==> src/imt_pkg.sv <==
// ----------------------------------------------------------------------------
// imt_pkg
// Shared constants, codes and controller/datapath interface types for the
// innovation match table.
// ----------------------------------------------------------------------------
package imt_pkg;

	localparam int TABLE_DEPTH  = 64;
	localparam int ID_BITS      = 31;
	localparam int IDX_BITS     = $clog2(TABLE_DEPTH);
	localparam int CNT_BITS     = $clog2(TABLE_DEPTH + 1);
	localparam int CMD_BITS     = 3;
	localparam int STATUS_BITS  = 3;
	localparam int CFG_IDX_BITS = 2;

	typedef enum logic [CMD_BITS-1:0] {
		CMD_LOOKUP     = 3'd0,
		CMD_LIST       = 3'd1,
		CMD_ADD_LINK   = 3'd2,
		CMD_ADD_NEURON = 3'd3,
		CMD_FLUSH      = 3'd4,
		CMD_RESTART    = 3'd5
	} cmd_t;

	typedef enum logic [STATUS_BITS-1:0] {
		ST_OK        = 3'd0,
		ST_NOT_FOUND = 3'd1,
		ST_INVALID   = 3'd2,
		ST_FULL      = 3'd3,
		ST_OVERFLOW  = 3'd4
	} status_t;

	localparam logic [CFG_IDX_BITS-1:0] REG_START_INNOVATION = 2'd0;
	localparam logic [CFG_IDX_BITS-1:0] REG_START_NEURON     = 2'd1;

	typedef struct packed {
		logic [ID_BITS-1:0] source;
		logic [ID_BITS-1:0] target;
		logic               kind;
		logic [ID_BITS-1:0] innovation;
		logic [ID_BITS-1:0] neuron;
	} entry_t;

	// controller to datapath
	typedef struct packed {
		logic cap;
		logic latch;
		logic append;
		logic clear;
		logic reload;
		logic rd_en;
		logic step;
		logic push_fin;
	} ctl_t;

	// datapath to controller
	typedef struct packed {
		logic [CMD_BITS-1:0] cmd;
		logic                pre_ok;
		logic                count_zero;
		logic                last_entry;
		logic                match_list;
		logic                pend_valid;
		logic                out_free;
	} sts_t;

endpackage

==> src/imt_ctrl.sv <==
// ----------------------------------------------------------------------------
// imt_ctrl
// Command sequencer: decode, table scan one entry at a time, result push.
// ----------------------------------------------------------------------------
module imt_ctrl (
	input  logic          clk,
	input  logic          arst_n,
	input  logic          in_valid,
	output logic          in_stall,
	input  imt_pkg::sts_t sts,
	output imt_pkg::ctl_t ctl
);

	import imt_pkg::*;

	typedef enum logic [2:0] {
		S_IDLE,
		S_DECODE,
		S_READ,
		S_CMP,
		S_FIN
	} state_t;

	state_t state_q;
	logic   busy_q;
	logic   cmp_hold;

	// a list match must wait while the previous match cannot leave
	assign cmp_hold = (sts.cmd == CMD_LIST) && sts.match_list && sts.pend_valid && !sts.out_free;

	always_comb begin
		ctl = '0;
		case (state_q)
			S_IDLE: begin
				ctl.cap = in_valid;
			end
			S_DECODE: begin
				ctl.latch = 1'b1;
				if (sts.pre_ok) begin
					case (cmd_t'(sts.cmd))
						CMD_ADD_LINK, CMD_ADD_NEURON: ctl.append = 1'b1;
						CMD_FLUSH:                    ctl.clear  = 1'b1;
						CMD_RESTART:                  ctl.reload = 1'b1;
						default: ;
					endcase
				end
			end
			S_READ: begin
				ctl.rd_en = 1'b1;
			end
			S_CMP: begin
				ctl.step = !cmp_hold;
			end
			S_FIN: begin
				ctl.push_fin = sts.out_free;
			end
			default: ;
		endcase
	end

	always_ff @(posedge clk or negedge arst_n) begin
		if (!arst_n) begin
			state_q <= S_IDLE;
			busy_q  <= 1'b0;
		end else begin
			case (state_q)
				S_IDLE: begin
					if (in_valid) begin
						state_q <= S_DECODE;
						busy_q  <= 1'b1;
					end
				end
				S_DECODE: begin
					if (sts.pre_ok && !sts.count_zero &&
					    ((sts.cmd == CMD_LOOKUP) || (sts.cmd == CMD_LIST))) begin
						state_q <= S_READ;
					end else begin
						state_q <= S_FIN;
					end
				end
				S_READ: begin
					state_q <= S_CMP;
				end
				S_CMP: begin
					if (!cmp_hold) begin
						state_q <= sts.last_entry ? S_FIN : S_READ;
					end
				end
				S_FIN: begin
					if (sts.out_free) begin
						state_q <= S_IDLE;
						busy_q  <= 1'b0;
					end
				end
				default: begin
					state_q <= S_IDLE;
					busy_q  <= 1'b0;
				end
			endcase
		end
	end

	assign in_stall = busy_q;

endmodule

==> config.mk <==
export PLATFORM = sky130hd
export DESIGN_NAME = imt_ctrl
export DESIGN_NICKNAME = d
export VERILOG_FILES = /design/src/imt_pkg.sv /design/src/imt_ctrl.sv
export SDC_FILE = /design/constraint.sdc
export NUM_CORES = 1
export LEC_CHECK = 0
export BUFFER_PORTS_ARGS = -buffer_cell sky130_fd_sc_hd__buf_2
export CORE_AREA = 4 4 41 43
export DETAILED_ROUTE_END_ITERATION = 16
export DIE_AREA = 0 0 45 47
export SETUP_SLACK_MARGIN = 0.3
export SKIP_CTS_REPAIR_TIMING = 1
export SYNTH_ARGS = -nofsm -noshare
export SYNTH_HDL_FRONTEND = slang
export SYNTH_SLANG_ARGS = --single-unit
==> constraint.sdc <==
create_clock -name clk -period 3.1 [get_ports clk]
set_input_delay 0.31 -clock clk [delete_from_list [all_inputs] [get_ports clk]]
set_output_delay 0.31 -clock clk [all_outputs]
set_load 0.03 [all_outputs]
# Word-level counts from Yosys, hierarchy flattened
# Index checks and enable logic that the tools add are counted.
# totals
reg_bits	4
output_inout_bits	9
word_cells	48
# op_classes
eq_ne	12
mux	18
bitwise	1
n_reduce_logical	15
# ops
op	n
two-way mux 3 bit	6
one-hot mux 3 bit (5 select lines)	1
equality test 3 x 2 -> 1 bit (second input constant)	4
equality test 3 bit (second input constant)	3
two-way mux 1 bit	9
equality test 3 x 1 -> 1 bit (second input constant)	2
logical NOT 3 bit	2
!= test 2 bit (second input constant)	3
AND reduction 3 bit	2
logical AND 1 bit	5
two-way mux 4 bit	1
logical NOT 1 bit	3
one-hot mux 1 bit (3 select lines)	1
OR reduction 3 bit	1
OR reduction 2 bit	1
logical OR 1 bit	1
NOT 1 bit	1

# Depth between registers and ports, before layout
# Gate-level depths: netlist of the first run.
# logic_depth
depth_word	6
mapped_depth	3

# Worst setup path after synthesis of the first run
# No wires, ideal clock.
# synth_timing
path_kind	register to output
start	register state_q[1]
end	output port ctl[5] in the netlist's numbering
t_arrival_ns	1.701
required_time_ns	2.790
setup_slack_ns	1.089
stages_incl_launch_ff	3
path_cell_list	dfrtp_1 nand2b_1 nor4b_1
# synth_rtl
element	line_no	rtl
start: declaration	imt_ctrl.sv:24	state_t state_q;
start signal: assignment	imt_ctrl.sv:86	state_q <= sts.last_entry ? S_FIN : S_READ;
end: declaration	imt_ctrl.sv:11	output imt_pkg::ctl_t ctl

==> results.cfg, run 1 <==
[power]
ir_drop_uv = 282
p_comb_frac = 0.508
p_sw_uw = 155
p_leak_uw = 0.000235
p_int_uw = 176
p_seq_frac = 0.299
p_clk_frac = 0.193
switching_share = 0.469
power_density_nw_per_um2 = 748

[cts]
clock_path_buffers = 2
cts_buffers = 3
cts_root_buf = clkbuf_4
cts_htree_levels = 1
cts_tree = built
cts.sinks = 4
path_clk_slew_ps = 40
insertion_delay_ps = 230

[global_routing]
grt_max_degree = 9
groute.layer.met3.usage = 0.0613
use_met1 = 0.119
grt.busiest_layer = met1
grt_util_all_layers = 0.0880
antenna_found_initial = 0
first_global_vias = 317
gr-total-overflow = 0
grtUsageMet2 = 0.113
grt_pass1_wl_um = 1300

[worst_hold_path]
hold_class = input pin to register

[synthesis]
ys_seq_area_frac = 0.343
synthXorXnorAreaFrac = 0
synthCells = 35
syn_avg_cell_area_um2 = 8.33
ys_ff_latch = 4
netlist.top_cell.by_area = dfrtp_1
synth.area.mux_share = 0
synth_common_cells = dfrtp_1 (4), nor2_1 (4), nand2b_1 (3), nor4_1 (3)
yosys_most_used_dff = dfrtp_1
synthDistinctLibCells = 21
synth_area_um2 = 292
async_flop_share = 1.00
synthSimpleGateAreaFrac = 0.425
netlist_top_cells_area = dfrtp_1 (34%), nand2b_1 (6.4%), nor4_1 (6.4%), nor2_1 (5.2%), nor4b_2 (5.2%)
synth_edf_count = 0
synth_nets = 47
synth_fa_ha_area_frac = 0
synth-compound-area-share = 0.193
synth_top_family_by_area = simple AND/OR/NAND/NOR gates
ys_warn_count = 0
synth_top_area_frac = 0.343

[worst_setup_path]
path_max_fanout = 8
startpoint_type = register
critical_path_arrival_ps = 1440
cp.required_ps = 2790
cp_slowest_stage_delay_ps = 430
crit_type = register to output pin
path_delay_family = simple AND/OR/NAND/NOR gates
end_kind = output pin
crit_chain = nand2b_1 -> nor4b_1 -> buf_2
slowest_stage = dfrtp_1
timing.critical_path.buf_inv = 1

[placement]
dp_hpwl_um = 686
pre_cts_slack_ps = 1610
dpl.cell_count = 70
portBuffers = 20
gp_congestion = 0.736
placed_cell_area_um2 = 410

[cells_and_area]
final_nets = 73
area_delta_synth_final_pct = 51.9
instances_no_fill = 74
final_layout_size_suffix_gt1_frac = 0.424
n_antenna_cell = 0
design_area_um2 = 443

[sta]
rsz0062_at_grt = false
setup_viol = 0
slew_viol_final = 0
skew_ps = 0.905
slew_headroom = 0.725
fmax_mhz = 570
fin_tns_setup_ps = 0
period_share = 0.566
finalHoldViolations = 0
post-route-min-period_ps = 1750
timing.final.ws_setup_ps = 1350
tightest_slew_ps = 409

[routing]
drt_iter0_drc = 9
first_pass_iters = 3
ant_nets = 0
viasPerCell = 4.82
routed_wl_um = 858
vias = 357
drc = 0
routedWlPerCell_um = 11.6

[run]
cap_viol_max_count = 0

[floorplan]
die-area_um2 = 2120
fp.dieW_um = 45
die_h_um = 47
row_count = 13
ios = 21
initial_utilization = 0.224
coreArea_um2 = 1300

[outcome]
status = complete, no violations
[through the flow]
step | total power (uW) | hold slack, ps | util
2_1_floorplan | 215 | 14.4 | -
3_3_place_gp | 265 | 119 | 0.315
3_5_place_dp | 267 | 120 | 0.315
4_1_cts | 336 | -131 | 0.333
5_1_grt | 359 | 360 | 0.340
6_report | 331 | 366 | 0.340
[power by group through the flow]
stage	clock, uW	sequential (uW)	combinational, uW
2_1_floorplan	0	106	109
3_3_place_gp	0	98.0	167
3_5_place_dp	0	99.6	168
4_1_cts	68.0	99.0	169
5_1_grt	73.8	102	183
6_report	64.0	99.0	168
[cell usage in the layout, fill, tap and decap left out]
cell           instances
buf_2                 20
nor2_1                 4
dfrtp_1                4
nand2b_1               3
nor4_1                 3
clkbuf_4               3
nand2_1                2
inv_1                  2
and3_1                 2
a21oi_1                2
inv_2                  1
nor4b_1                1
and4b_1                1
a211oi_1               1
nor4b_2                1
o22ai_1                1
nand4_1                1
or3_1                  1
a41o_1                 1
o22a_1                 1
o2bb2ai_1              1
nand3_1                1
o21ai_0                1
dlygate4sd3_1          1
[area by class of cell]
class                      count  area [um^2]
tap                           15         18.8
fill                         151          858
timing repair buffer          21          110
clock buffer                   3         22.5
inverter                       3         11.3
sequential                     4          100
multi-input combinational     28          180
[metal layers]
metal | part of all wire | vias up | wire length, um
li1 | - | 183 | -
met5 | 0 | - | 0
met1 | 0.50 | 162 | 431
met2 | 0.40 | 12 | 343
met3 | 0.097 | 0 | 83
met4 | 0 | 0 | 0
[sequential cells by signal (all words and copies together), names as in the netlist]
name / count
in_stall: 1
state_q: 3
[worst paths after layout]
check	depth (start not counted)	start	end	slack (ps)
worst max-delay path	3	state_q[1]	ctl[5]	1350
min in group asynchronous	2	arst_n	state_q[2]	410
max in group asynchronous	2	arst_n	state_q[0]	2570
worst max register to register	3	state_q[2]	in_stall	1900
worst min register to register	1	in_stall	in_stall	520
worst min-delay path	3	sts[4]	state_q[1]	370
[cells by family after synthesis]
group	after synthesis
and+or+nand+nor	20
DFF	4
buffers and inverters	3
AOI/OAI and AO/OA	8
[worst min-delay path, stage by stage]
cell and delay, ps:
buf_2 80, nor4b_2 40, o2bb2ai_1 110
(Power assumes the default switching activity.)
==> inputs of run 2 (changes only) <==
Clock period 3.1 ns to 1.7 ns, I/O delays scaled along.
==> results.cfg, run 2 (same netlist as run 1, synthesis figures left out) <==
[sta]
fin_tns_setup_ps = 0
period_share = 0.875
finalHoldViolations = 0
slew_viol_final = 0
skew_ps = 0.379
tightest_slew_ps = 381
fmax_mhz = 672
rsz0062_at_grt = true
slew_headroom = 0.743
post-route-min-period_ps = 1490
setup_viol = 0

[power]
ir_drop_uv = 829
p_clk_frac = 0.163
p_sw_uw = 326
p_leak_uw = 0.000248
p_comb_frac = 0.578
switching_share = 0.468
p_int_uw = 371
p_seq_frac = 0.258
power_density_nw_per_um2 = 1320

[worst_setup_path]
cp_slowest_stage_delay_ps = 430
worstReg2RegEnd = state_q[2]
startpoint_type = register
crit_path_end = ctl[5]
crit_type = register to output pin
r2r-start = state_q[0]
ff2ff_setup_slack_ps = 520
critical_path.startpoint = state_q[1]
path_max_fanout = 8
crit_chain = nand2b_4 -> nor4b_2 -> buf_4
critical_path_arrival_ps = 1320
slowest_stage = dfrtp_2
rr_worst_depth = 2
end_kind = output pin
cp.required_ps = 1530

[cells_and_area]
final_cell_mix = buf_2 (13), buf_4 (6), clkbuf_4 (5)
fin_util = 0.405
final_nets = 74
final_layout_size_suffix_gt1_frac = 0.567
multi_input_area_um2 = 236
n_fill_cell = 147
seqCellArea_um2 = 103
n_antenna_cell = 0
largest_reg_flops = 3
instances_no_fill = 75
final_common_cell = buf_2
top_register = state_q
area_delta_synth_final_pct = 80.7

[global_routing]
gr-total-overflow = 0
groute.layer.met3.usage = 0.0268
grt.busiest_layer = met2
use_met1 = 0.101
grt_pass1_wl_um = 1350
first_global_vias = 356
grtUsageMet2 = 0.141
antenna_found_initial = 0
grt_util_all_layers = 0.0872
grt_max_degree = 9

[routing]
routed_wl_um = 912
viasPerCell = 4.93
drt_iter0_drc = 7
ant_nets = 0
routedWlPerCell_um = 12.2
drc = 0
first_pass_iters = 2
vias = 370

[cts]
cts_htree_levels = 1
cts_root_buf = clkbuf_4
path_clk_slew_ps = 40
cts_tree = built
insertion_delay_ps = 230
cts_buffers = 3
clock_path_buffers = 2
cts.sinks = 4

[floorplan]
initial_utilization = 0.224
die_h_um = 47
fp.dieW_um = 45
coreArea_um2 = 1300
row_count = 13
ios = 21
die-area_um2 = 2120

[placement]
dpl.cell_count = 70
portBuffers = 20
dp_hpwl_um = 708
gp_congestion = 0.699

[outcome]
status = complete, no violations

[worst_hold_path]
hold_class = input pin to register

[run]
cap_viol_max_count = 0
run 2: power by group through the flow:
stage	combinational [uW]	sequential [uW]	clock (uW)
after floorplan	212	194	0
after global placement	323	177	0
after detailed placement	324	177	0
after CTS	325	176	121
after global routing	428	184	128
final	403	180	114
run 2: per-layer routing:
layer	vias to the layer above	share of wire
li1	188	-
met1	172	0.39
met2	10	0.55
met3	0	0.058
met4	0	0
met5	-	0
run 2: worst min path at each step:
stage                       to    from  cells past startpoint
floorplan             in_stall  arst_n                      0
global placement    state_q[0]  arst_n                      1
detailed placement  state_q[0]  arst_n                      1
CTS                   in_stall  arst_n                      1
global route        state_q[1]  sts[4]                      3
finish              state_q[1]  sts[4]                      3
run 2: final cells by class:
cell class / instances / area share
clock buffer: 3 / 0.0428
inverter: 3 / 0.0214
multi-input combinational: 28 / 0.449
sequential: 4 / 0.195
tap: 15 / 0.0356
timing repair buffer: 22 / 0.257
run 2: through the flow:
stage | setup slack [ps] | power [uW] | hold slack, ps | area [um^2]
final | 212 | 697 | 235 | 527
after global routing | 167 | 741 | 241 | 527
after CTS | 66.2 | 622 | -271 | 457
after detailed placement | 326 | 501 | -21.7 | 434
after global placement | 351 | 501 | -19.1 | 434
after floorplan | 206 | 406 | -126 | 315
run 2: worst max-delay path, delay by kind of cell (launching register included):
family | cells | cell delay [ps]
AND/OR/NAND/NOR | 2 | 450
flip-flops | 1 | 430
buffers and inverters | 1 | 200
==> inputs of run 3 (changes only) <==
Settings changed: PLACE_DENSITY set to 0.46.
==> results.cfg, run 3 (same netlist as run 1, synthesis figures left out) <==
[outcome]
status = complete, no violations

[sta]
setup_viol = 0
skew_ps = 0.0611
slew_viol_final = 0
post-route-min-period_ps = 1500
slew_headroom = 0.747
period_share = 0.883
finalHoldViolations = 0
tightest_slew_ps = 376
fmax_mhz = 666
rsz0062_at_grt = true
fin_tns_setup_ps = 0

[placement]
dp_hpwl_um = 689
portBuffers = 20
gp_congestion = 0.694
dpl.cell_count = 70

[cells_and_area]
final_nets = 77
final_layout_size_suffix_gt1_frac = 0.603
area_delta_synth_final_pct = 92.3
seqCellArea_um2 = 103
final_common_cell = buf_2
top_register = state_q
multi_input_area_um2 = 244
largest_reg_flops = 3
final_cell_mix = buf_2 (13), buf_4 (10), nor2_1 (4)
instances_no_fill = 78
fin_util = 0.431
n_antenna_cell = 0
n_fill_cell = 143

[worst_setup_path]
ff2ff_setup_slack_ps = 540
worstReg2RegEnd = state_q[2]
crit_type = register to output pin
startpoint_type = register
path_max_fanout = 6
critical_path_arrival_ps = 1330
r2r-start = state_q[0]
cp.required_ps = 1530
end_kind = output pin
rr_worst_depth = 2

[power]
ir_drop_uv = 640
p_leak_uw = 0.000271
power_density_nw_per_um2 = 1320

[global_routing]
antenna_found_initial = 0
grt_max_degree = 9
grt.busiest_layer = met2
grtUsageMet2 = 0.141
gr-total-overflow = 0
first_global_vias = 345
groute.layer.met3.usage = 0.0115
use_met1 = 0.0989
grt_pass1_wl_um = 1300
grt_util_all_layers = 0.0833

[cts]
clock_path_buffers = 2
cts_tree = built
cts_root_buf = clkbuf_4
cts.sinks = 4
insertion_delay_ps = 230
path_clk_slew_ps = 40
cts_htree_levels = 1
cts_buffers = 3

[routing]
drt_iter0_drc = 1
routed_wl_um = 884
first_pass_iters = 3
drc = 0
ant_nets = 0
viasPerCell = 4.79
vias = 374
routedWlPerCell_um = 11.3

[worst_hold_path]
hold_path_end = state_q[1]
hold_class = input pin to register
hold_start = sts[4]
holdPathStages = 3

[floorplan]
die_h_um = 47
coreArea_um2 = 1300
ios = 21
row_count = 13
fp.dieW_um = 45
die-area_um2 = 2120
initial_utilization = 0.224

[run]
cap_viol_max_count = 0
-- run 3: area by class of cell --
class / count / share of cell area
clock buffers: 3 / 0.0402
well taps: 15 / 0.0335
multi-input cells: 28 / 0.435
inverters: 3 / 0.0201
repair buffers: 25 / 0.288
flip-flops and latches: 4 / 0.183
-- run 3: worst max-delay path, cell delays in order (launching register included) --
cell      delay [ps]
dfrtp_2          430
nand2b_4         190
nor4_2           280
buf_4            200
-- run 3: through the flow --
step	worst slack [ps]	hold slack, ps	instance area (um^2)	total power (uW)
2_1_floorplan	206	-126	315	406
3_3_place_gp	356	-23.0	434	510
3_5_place_dp	328	-22.7	434	501
4_1_cts	72.5	-273	457	623
5_1_grt	152	240	561	790
6_report	200	228	561	740
-- run 3: report_power, final --
group	internal, uW	switching [uW]
Sequential	135	42.0
Clock	78.9	37.1
Combinational	195	252
-- run 3: worst max-delay path by stage --
stage,start,cells after the start,to,slack [ps]
floorplan,state_q[1],2,ctl[5],210
global placement,state_q[1],3,ctl[4],360
detailed placement,state_q[1],3,ctl[5],330
CTS,state_q[1],3,ctl[5],70
global route,state_q[1],3,ctl[4],150
finish,state_q[1],3,ctl[4],200
-- run 3: routing by layer --
layer,up-vias,share of wire
met5,-,0
met4,0,0
met3,0,0.059
met2,10,0.53
met1,170,0.41
li1,194,-
